[src/hdl/swmma_pkg.sv]
// ----------------------------------------------------------------------------
// swmma_pkg
// shared constants, types and controller/datapath command structs
// ----------------------------------------------------------------------------
package swmma_pkg;

    localparam int WINDOW    = 16;
    localparam int DATA_W    = 16;
    localparam int IDX_W     = $clog2(WINDOW);
    localparam int LIFE_W    = $clog2(WINDOW + 1);
    localparam int SUM_W     = DATA_W + IDX_W;
    localparam int AVG_SHIFT = IDX_W;

    typedef logic signed [DATA_W-1:0] t_sample;
    typedef logic signed [SUM_W-1:0]  t_sum;
    typedef logic [IDX_W-1:0]         t_idx;
    typedef logic [LIFE_W-1:0]        t_life;

    typedef struct packed {
        logic capture;
        logic update;
        logic rd_scan;
        t_idx scan_k;
        logic cmp_valid;
        logic cmp_first;
        t_idx cmp_k;
        logic finish;
        logic load_out;
    } t_cmd;

    typedef struct packed {
        logic rescan;
    } t_status;

endpackage

[src/hdl/swmma_ctrl.sv]
// ----------------------------------------------------------------------------
// swmma_ctrl
// sequencer: request capture, window update, rescan sweep and result hand-off
// ----------------------------------------------------------------------------
module swmma_ctrl import swmma_pkg::*; (
    input  logic    i_clk,
    input  logic    i_rst_n,
    input  logic    i_in_valid,
    output logic    o_in_stall,
    output logic    o_out_valid,
    input  logic    i_out_stall,
    input  t_status i_status,
    output t_cmd    o_cmd
);

    localparam logic [2:0] S_IDLE = 3'd0;
    localparam logic [2:0] S_UPD  = 3'd1;
    localparam logic [2:0] S_SCAN = 3'd2;
    localparam logic [2:0] S_FIN  = 3'd3;
    localparam logic [2:0] S_OUT  = 3'd4;

    logic [2:0] r_state, n_state;
    t_life      r_cnt, n_cnt;
    logic       r_out_valid, n_out_valid;
    logic       w_out_free;

    assign w_out_free  = !r_out_valid || !i_out_stall;
    assign o_in_stall  = (r_state != S_IDLE);
    assign o_out_valid = r_out_valid;

    always_comb begin
        n_state = r_state;
        n_cnt   = r_cnt;
        o_cmd   = '0;
        unique case (r_state)
            S_IDLE: begin
                if (i_in_valid) begin
                    o_cmd.capture = 1'b1;
                    n_state       = S_UPD;
                end
            end
            S_UPD: begin
                o_cmd.update = 1'b1;
                n_cnt        = '0;
                n_state      = i_status.rescan ? S_SCAN : S_FIN;
            end
            S_SCAN: begin
                // each compare uses the store read issued in the cycle before
                if (r_cnt < LIFE_W'(WINDOW)) begin
                    o_cmd.rd_scan = 1'b1;
                    o_cmd.scan_k  = r_cnt[IDX_W-1:0];
                end
                if (r_cnt != '0) begin
                    o_cmd.cmp_valid = 1'b1;
                    o_cmd.cmp_first = (r_cnt == LIFE_W'(1));
                    o_cmd.cmp_k     = IDX_W'(r_cnt - LIFE_W'(1));
                end
                if (r_cnt == LIFE_W'(WINDOW)) begin
                    n_state = S_FIN;
                end else begin
                    n_cnt = r_cnt + LIFE_W'(1);
                end
            end
            S_FIN: begin
                o_cmd.finish = 1'b1;
                n_state      = S_OUT;
            end
            S_OUT: begin
                if (w_out_free) begin
                    o_cmd.load_out = 1'b1;
                    n_state        = S_IDLE;
                end
            end
            default: begin
                n_state = S_IDLE;
            end
        endcase
    end

    always_comb begin
        n_out_valid = r_out_valid;
        if (o_cmd.load_out) begin
            n_out_valid = 1'b1;
        end else if (r_out_valid && !i_out_stall) begin
            n_out_valid = 1'b0;
        end
    end

    always_ff @(posedge i_clk) begin
        if (!i_rst_n) begin
            r_state     <= S_IDLE;
            r_cnt       <= '0;
            r_out_valid <= 1'b0;
        end else begin
            r_state     <= n_state;
            r_cnt       <= n_cnt;
            r_out_valid <= n_out_valid;
        end
    end

endmodule

[src/hdl/swmma_dpath.sv]
// ----------------------------------------------------------------------------
// swmma_dpath
// window store, running sum, extreme tracking and result registers
// ----------------------------------------------------------------------------
module swmma_dpath import swmma_pkg::*; (
    input  logic    i_clk,
    input  logic    i_rst_n,
    input  t_sample i_sample,
    input  t_cmd    i_cmd,
    output t_status o_status,
    output t_sample o_average,
    output t_sample o_minimum,
    output t_sample o_maximum
);

    t_sample             r_mem [WINDOW];
    logic [WINDOW-1:0]   r_vld;
    t_sample             r_rd_data;
    t_sample             r_sample;
    t_idx                r_wpos;
    t_sum                r_sum;
    t_sample             r_cur_min, r_cur_max;
    t_life               r_min_life, r_max_life;
    logic                r_min_scan, r_max_scan;
    t_sample             r_best_min, r_best_max;
    t_idx                r_kmin, r_kmax;
    t_sample             r_avg_out, r_min_out, r_max_out;

    logic [IDX_W:0]      w_back;
    t_idx                w_back_idx;
    t_idx                w_rd_addr;
    logic                w_take_min, w_take_max;
    logic                w_need_min, w_need_max;
    t_sum                w_avg;

    // entry k places back from the write position, wrapping at the window size
    always_comb begin
        w_back = {1'b0, r_wpos} + (IDX_W+1)'(WINDOW) - {1'b0, i_cmd.scan_k};
        if (w_back >= (IDX_W+1)'(WINDOW)) begin
            w_back = w_back - (IDX_W+1)'(WINDOW);
        end
        w_back_idx = w_back[IDX_W-1:0];
    end

    assign w_rd_addr  = i_cmd.capture ? r_wpos : w_back_idx;
    assign w_take_min = (r_sample <= r_cur_min);
    assign w_take_max = (r_sample >= r_cur_max);
    assign w_need_min = !w_take_min && (r_min_life <= LIFE_W'(1));
    assign w_need_max = !w_take_max && (r_max_life <= LIFE_W'(1));
    assign o_status.rescan = w_need_min || w_need_max;
    assign w_avg = r_sum >>> AVG_SHIFT;

    // window store, unwritten entries read as zero
    always_ff @(posedge i_clk) begin
        if (i_cmd.update) begin
            r_mem[r_wpos] <= r_sample;
        end
        if (i_cmd.capture || i_cmd.rd_scan) begin
            r_rd_data <= r_vld[w_rd_addr] ? r_mem[w_rd_addr] : '0;
        end
    end

    always_ff @(posedge i_clk) begin
        if (!i_rst_n) begin
            r_vld      <= '0;
            r_wpos     <= '0;
            r_sum      <= '0;
            r_cur_min  <= '0;
            r_cur_max  <= '0;
            r_min_life <= '0;
            r_max_life <= '0;
        end else begin
            if (i_cmd.update) begin
                r_vld[r_wpos] <= 1'b1;
                // old entry arrived from the read issued at capture
                r_sum <= r_sum - SUM_W'(r_rd_data) + SUM_W'(r_sample);
                if (w_take_min) begin
                    r_cur_min  <= r_sample;
                    r_min_life <= LIFE_W'(WINDOW);
                end else if (!w_need_min) begin
                    r_min_life <= r_min_life - LIFE_W'(1);
                end
                if (w_take_max) begin
                    r_cur_max  <= r_sample;
                    r_max_life <= LIFE_W'(WINDOW);
                end else if (!w_need_max) begin
                    r_max_life <= r_max_life - LIFE_W'(1);
                end
            end
            if (i_cmd.finish) begin
                if (r_min_scan) begin
                    r_cur_min  <= r_best_min;
                    r_min_life <= LIFE_W'(WINDOW) - LIFE_W'(r_kmin);
                end
                if (r_max_scan) begin
                    r_cur_max  <= r_best_max;
                    r_max_life <= LIFE_W'(WINDOW) - LIFE_W'(r_kmax);
                end
                r_wpos <= (r_wpos == IDX_W'(WINDOW - 1)) ? '0 : r_wpos + IDX_W'(1);
            end
        end
    end

    // per-request working registers
    always_ff @(posedge i_clk) begin
        if (i_cmd.capture) begin
            r_sample <= i_sample;
        end
        if (i_cmd.update) begin
            r_min_scan <= w_need_min;
            r_max_scan <= w_need_max;
        end
        // newest first, strict compare keeps the newest on ties
        if (i_cmd.cmp_valid) begin
            if (i_cmd.cmp_first || (r_rd_data < r_best_min)) begin
                r_best_min <= r_rd_data;
                r_kmin     <= i_cmd.cmp_k;
            end
            if (i_cmd.cmp_first || (r_rd_data > r_best_max)) begin
                r_best_max <= r_rd_data;
                r_kmax     <= i_cmd.cmp_k;
            end
        end
        if (i_cmd.load_out) begin
            r_avg_out <= w_avg[DATA_W-1:0];
            r_min_out <= r_cur_min;
            r_max_out <= r_cur_max;
        end
    end

    assign o_average = r_avg_out;
    assign o_minimum = r_min_out;
    assign o_maximum = r_max_out;

endmodule

[src/hdl/sliding_window_min_max_average_core.sv]
// sequence: each accepted request passes through update, finish and output hand-off;
// a rescan, one store read per window entry, runs between update and finish
// requests: one at a time; the input stalls until the result is loaded out, and
// a rescan sweeps the window store through its single read port
// reset: synchronous, active low; store reads as zero, sum, extremes and lives clear
// ----------------------------------------------------------------------------
// sliding_window_min_max_average_core
// moving average, minimum and maximum over the last window of samples
// ----------------------------------------------------------------------------
module sliding_window_min_max_average_core import swmma_pkg::*; (
    input  logic    i_clk,
    input  logic    i_rst_n,
    input  logic    i_in_valid,
    output logic    o_in_stall,
    input  t_sample i_sample,
    output logic    o_out_valid,
    input  logic    i_out_stall,
    output t_sample o_average,
    output t_sample o_minimum,
    output t_sample o_maximum
);

    t_cmd    w_cmd;
    t_status w_status;

    swmma_ctrl u_ctrl (
        .i_clk       (i_clk),
        .i_rst_n     (i_rst_n),
        .i_in_valid  (i_in_valid),
        .o_in_stall  (o_in_stall),
        .o_out_valid (o_out_valid),
        .i_out_stall (i_out_stall),
        .i_status    (w_status),
        .o_cmd       (w_cmd)
    );

    swmma_dpath u_dpath (
        .i_clk     (i_clk),
        .i_rst_n   (i_rst_n),
        .i_sample  (i_sample),
        .i_cmd     (w_cmd),
        .o_status  (w_status),
        .o_average (o_average),
        .o_minimum (o_minimum),
        .o_maximum (o_maximum)
    );

endmodule

[config.mk]
export PLATFORM = sky130hd
export DESIGN_NAME = sliding_window_min_max_average_core
export DESIGN_NICKNAME = d
export VERILOG_FILES = /design/src/hdl/swmma_pkg.sv /design/src/hdl/swmma_ctrl.sv /design/src/hdl/swmma_dpath.sv /design/src/hdl/sliding_window_min_max_average_core.sv
export SDC_FILE = /design/constraint.sdc
export NUM_CORES = 1
export LEC_CHECK = 0
export BUFFER_PORTS_ARGS = -buffer_cell sky130_fd_sc_hd__buf_2
export CORE_AREA = 2 2 210 212
export DETAILED_ROUTE_END_ITERATION = 8
export DIE_AREA = 0 0 212 214
export PLACE_DENSITY = 0.66
export SETUP_SLACK_MARGIN = 0.05
export SLEW_MARGIN = 20
export SYNTH_ARGS = -nofsm -noshare
export SYNTH_HDL_FRONTEND = slang
export SYNTH_SLANG_ARGS = --single-unit
[constraint.sdc]
create_clock -name i_clk -period 4.2 [get_ports i_clk]
set_input_delay 1.05 -clock i_clk [delete_from_list [all_inputs] [get_ports i_clk]]
set_output_delay 1.05 -clock i_clk [all_outputs]
set_load 0.03 [all_outputs]
==> results <==
- The final count of pins violating max slew was 0.
- The areal power density over the cells is 699 mW/mm^2.
- The via count of the first global-routing pass is 13300.
- The starting DRC count in detailed routing is 1352.
- Yosys instantiated no cell more often than sky130_fd_sc_hd__edfxtp_1.
- In this run, CTS created clock tree buffers numbering 49.
- The routed layout has 13300 vias.
- TritonCTS built the clock tree.
- Dividing the detail-routed wire length by the instance count gives 22.8 um.
- The final clock skew is 0.0178 ns.
- Timing would allow up to 264 MHz.
- STA classifies the critical path endpoint as a flop.
- The initial antenna violation count is 0.
- The leakage dissipation is 0.00924 uW.
- The number of vias per cell after detailed routing is 5.72.
- The register area share after synthesis is 0.618.
- Before antenna repair, the detailed router went through 5 iterations.
- Setup repair after global routing left no endpoint under its margin.
- After layout, the minimum clock period comes to 3.79 ns.
- The floorplan row count is 76.
- The share of cells above drive strength 1 is 0.166.
- The root buffer cell chosen for the clock tree is sky130_fd_sc_hd__clkbuf_16.
- The capture point of the worst path is u_dpath.r_rd_data[2]$_SDFFCE_PN0P_.
- The startpoint of the most critical setup path is u_ctrl.r_state[1]$_SDFFE_PN0P_.
- For the worst-skew pair, the clock arrives at the later sink with an insertion delay of 0.60 ns.
- The average instance area after synthesis is 13.5 um^2.
- The worst-path cell with the longest stage delay is sky130_fd_sc_hd__or3b_2.
- STA classifies the critical path startpoint as a flop.
- The design draws 16900 uW.
- The largest total area in the synthesized netlist belongs to sky130_fd_sc_hd__edfxtp_1.
- The fraction of synthesized cell area taken by the top area cell type is 0.533.
- The worst pin sits at a relative slew slack of 0.308.
- The count of hold buffers inserted by post-cts repair is 0.
- Detailed placement ended at an HPWL of 36500 um.
- The terminus of the critical flop-to-flop path is u_dpath.r_rd_data[2]$_SDFFCE_PN0P_.
- The origin of the critical flop-to-flop path is u_ctrl.r_state[1]$_SDFFE_PN0P_.
- The routed wire length is 53200 um.
- The final global-route overflow total is 0.
- The final hold violation count is 0.
- For this design, the sink count on the clock tree is 469.
- The pin count of the biggest net entering global routing is 58.
- With fillers left out, the area of the finished cells amounts to 0.0242 mm^2.
- The number of nets handed over by synthesis was 1715.
- From synthesis to final layout, the design area changed by 13.6%.
- The class of the most critical setup path is reg -> reg.
- The count of nets after finishing is 1846.
- The most used flip-flop cell after synthesis is sky130_fd_sc_hd__edfxtp_1.
- The placeable core area is 0.0429 mm^2.
- Of all nets on the critical path, the largest fanout is 20.
- The die is 214 um tall.
- The maximum VDD drop is 0.000410 V.
- The final worst-path cycle share is 0.903.
- The cell area after placement is 0.0227 mm^2.
- The synthesis warning total is 0.
- The H-tree was split into 2 levels.
- The worst min-delay path category is reg -> reg.
- The setup slack of the most critical reg-to-reg path is 0.41 ns.
- The delay of the slowest cell on the worst path is 0.53 ns.
- The maximum root-to-sink buffer count is 3.
- Walking the worst path, the cells encountered are or3b_2 -> nor3_1 -> ha_1 -> fa_1 -> nand2_1 -> a21boi_4 -> buf_12 -> mux4_2 -> mux2_2 -> nand3_1 -> o31ai_1.
- The count of buffers added on input and output ports is 69.
- After synthesis, the cell types taking the most area are sky130_fd_sc_hd__edfxtp_1 53%, sky130_fd_sc_hd__dfxtp_1 8.5%, sky130_fd_sc_hd__ha_1 5.9%.
- After synthesis the cells add up to 0.0213 mm^2.
- The area enclosed by the die boundary is 0.0454 mm^2.
- Ranked by instance count, the synthesized netlist is headed by 378 x sky130_fd_sc_hd__edfxtp_1, 157 x sky130_fd_sc_hd__inv_1, 107 x sky130_fd_sc_hd__nand2_1.
- The number of inserted diodes is 0.
- Max-cap violations in this run came to 0.
- Counting flops with a built-in enable in the synthesized netlist gives 378.
- The remaining number of nets flagged by the antenna check after routing is 0.
- The first-pass GRT wire length is 79900 um.
- In the synthesized netlist the async set-or-reset flop fraction comes to 0.
- After clock tree synthesis, the setup repair step added 0 buffers.
- The post-synthesis register bit count is 469.
- The number of gates resized after CTS was 0.
- STA puts the critical path data required time at 4.52 ns.
- The count of pins on the block boundary is 70.
- The flow ran to the end, and the final reports show no timing, DRC or antenna violations.
- The initial utilization of the core area, before any placement, comes to 0.497.
- Clock-pin slew was measured on the worst setup and hold paths at 0.06 ns.
- Routability-driven placement finished with a final weighted congestion of 0.880.
- The final setup TNS is 0 ns.
- The global-route usage over all layers is 0.238.
- The depth of the worst register-to-register path is 11.
- The layout has 3427 filler cells.
- The data arrival time of the worst path is 4.11 ns.
- Setup violations remaining at the end of the flow were counted as 0.
- From left edge to right edge, the die measures 212 um.
- After synthesis, the netlist uses 75 different library cells.
- After detailed routing, the number of remaining DRC violations is 0.
- The number of instances in the synthesized netlist is 1575.
- The transition time at the pin with the least slew margin is 1.04 ns.
flip-flops by register name, indices dropped and copies added, names as in the netlist, 16 cells and up:
register            cells
u_dpath.o_average      16
u_dpath.o_maximum      16
u_dpath.o_minimum      16
u_dpath.r_best_max     16
u_dpath.r_best_min     16
u_dpath.r_cur_max      16
u_dpath.r_cur_min      16
u_dpath.r_mem         256
u_dpath.r_rd_data      16
u_dpath.r_sample       16
u_dpath.r_sum          20
u_dpath.r_vld          16
cell usage in the layout, fill, tap and decap left out, types with 14 or more instances in the layout:
master / netlist / final
sky130_fd_sc_hd__a21o_1: 15 / 15
sky130_fd_sc_hd__a21oi_1: 29 / 28
sky130_fd_sc_hd__nand2_1: 107 / 106
sky130_fd_sc_hd__dfxtp_1: 91 / 91
sky130_fd_sc_hd__nor2_1: 55 / 55
sky130_fd_sc_hd__and2_1: 17 / 17
sky130_fd_sc_hd__clkbuf_1: 38 / 15
sky130_fd_sc_hd__mux4_2: 33 / 33
sky130_fd_sc_hd__nand3_1: 39 / 39
sky130_fd_sc_hd__edfxtp_1: 378 / 378
sky130_fd_sc_hd__a22oi_1: 32 / 32
sky130_fd_sc_hd__clkbuf_16: 0 / 49
sky130_fd_sc_hd__o21a_1: 27 / 27
sky130_fd_sc_hd__o21ai_0: 72 / 71
sky130_fd_sc_hd__ha_1: 100 / 100
sky130_fd_sc_hd__a211oi_1: 22 / 21
sky130_fd_sc_hd__nor3_1: 37 / 33
sky130_fd_sc_hd__a31oi_1: 20 / 19
sky130_fd_sc_hd__mux2i_1: 68 / 68
sky130_fd_sc_hd__xnor2_1: 18 / 18
sky130_fd_sc_hd__buf_4: 3 / 70
sky130_fd_sc_hd__mux2_2: 18 / 18
sky130_fd_sc_hd__fa_1: 20 / 20
sky130_fd_sc_hd__nand4_1: 14 / 14
sky130_fd_sc_hd__buf_2: 7 / 69
sky130_fd_sc_hd__inv_1: 157 / 157
layer usage:
metal / track usage / wire length, um / vias up
met5: 0 / 0 / -
met2: 0.369 / 24200 / 490
met1: 0.321 / 22200 / 6570
met3: 0.0454 / 3960 / 122
met4: 0.122 / 2820 / 0
li1: - / - / 6134
critical path, delay by kind of cell, from the launching register on:
family,cells,cell delay (ns)
simple gates,4,1.05
fa+ha+maj,2,0.68
mux,2,0.60
compound gates,2,0.50
flops,1,0.47
buf+inv,1,0.23
per-stage QoR:
| step | worst slack [ns] | utilization | cells | hold slack [ns] |
|---|---|---|---|---|
| global placement | 0.565 | 0.530 | 2240 | 0.426 |
| global route | 0.194 | 0.565 | 2330 | 0.447 |
| finish | 0.408 | 0.565 | 2330 | 0.432 |
| CTS | 0.452 | 0.565 | 2330 | 0.435 |
| detailed placement | 0.471 | 0.530 | 2240 | 0.422 |
| floorplan | 0.313 | - | 1575 | 0.408 |
power breakdown:
| part | internal [uW] | leakage (uW) | switching [uW] | total, uW |
|---|---|---|---|---|
| combinational | 2610 | 0.00434 | 3810 | 6420 |
| clock | 2300 | 0.000734 | 1780 | 4080 |
| sequential | 5850 | 0.00416 | 584 | 6440 |
cell families after synthesis:
kind of cell / count (synthesis) / share of synthesized area
adders and majority gates: 120 / 0.0775
xor gates and xnor gates: 30 / 0.0123
DFF: 469 / 0.618
muxes: 122 / 0.0793
and+or+nand+nor: 323 / 0.0742
AOI/OAI and AO/OA: 291 / 0.0948
buffers and inverters: 220 / 0.0437
cell type report:
type                            count  area (um^2)  share of cell area
Sequential cell                   469        13200               0.544
Multi-Input combinational cell    886         7270               0.300
Clock buffer                       68         1340              0.0552
Timing Repair Buffer              143          951              0.0393
Tap cell                          585          732              0.0302
Inverter                          157          589              0.0243
Clock inverter                     22          160             0.00661
worst min path at each step:
stage                                   start                               to  cells after the start
6_report       u_dpath.r_sum[14]$_SDFFE_PN0P_  u_dpath.o_average[10]$_DFFE_PP_                      0
4_1_cts        u_dpath.r_sum[14]$_SDFFE_PN0P_  u_dpath.o_average[10]$_DFFE_PP_                      0
2_1_floorplan  u_dpath.r_sum[14]$_SDFFE_PN0P_  u_dpath.o_average[10]$_DFFE_PP_                      0
3_3_place_gp   u_dpath.r_sum[17]$_SDFFE_PN0P_  u_dpath.o_average[13]$_DFFE_PP_                      0
3_5_place_dp   u_dpath.r_sum[14]$_SDFFE_PN0P_  u_dpath.o_average[10]$_DFFE_PP_                      0
5_1_grt        u_dpath.r_sum[14]$_SDFFE_PN0P_  u_dpath.o_average[10]$_DFFE_PP_                      0
(Power assumes the default switching activity.)
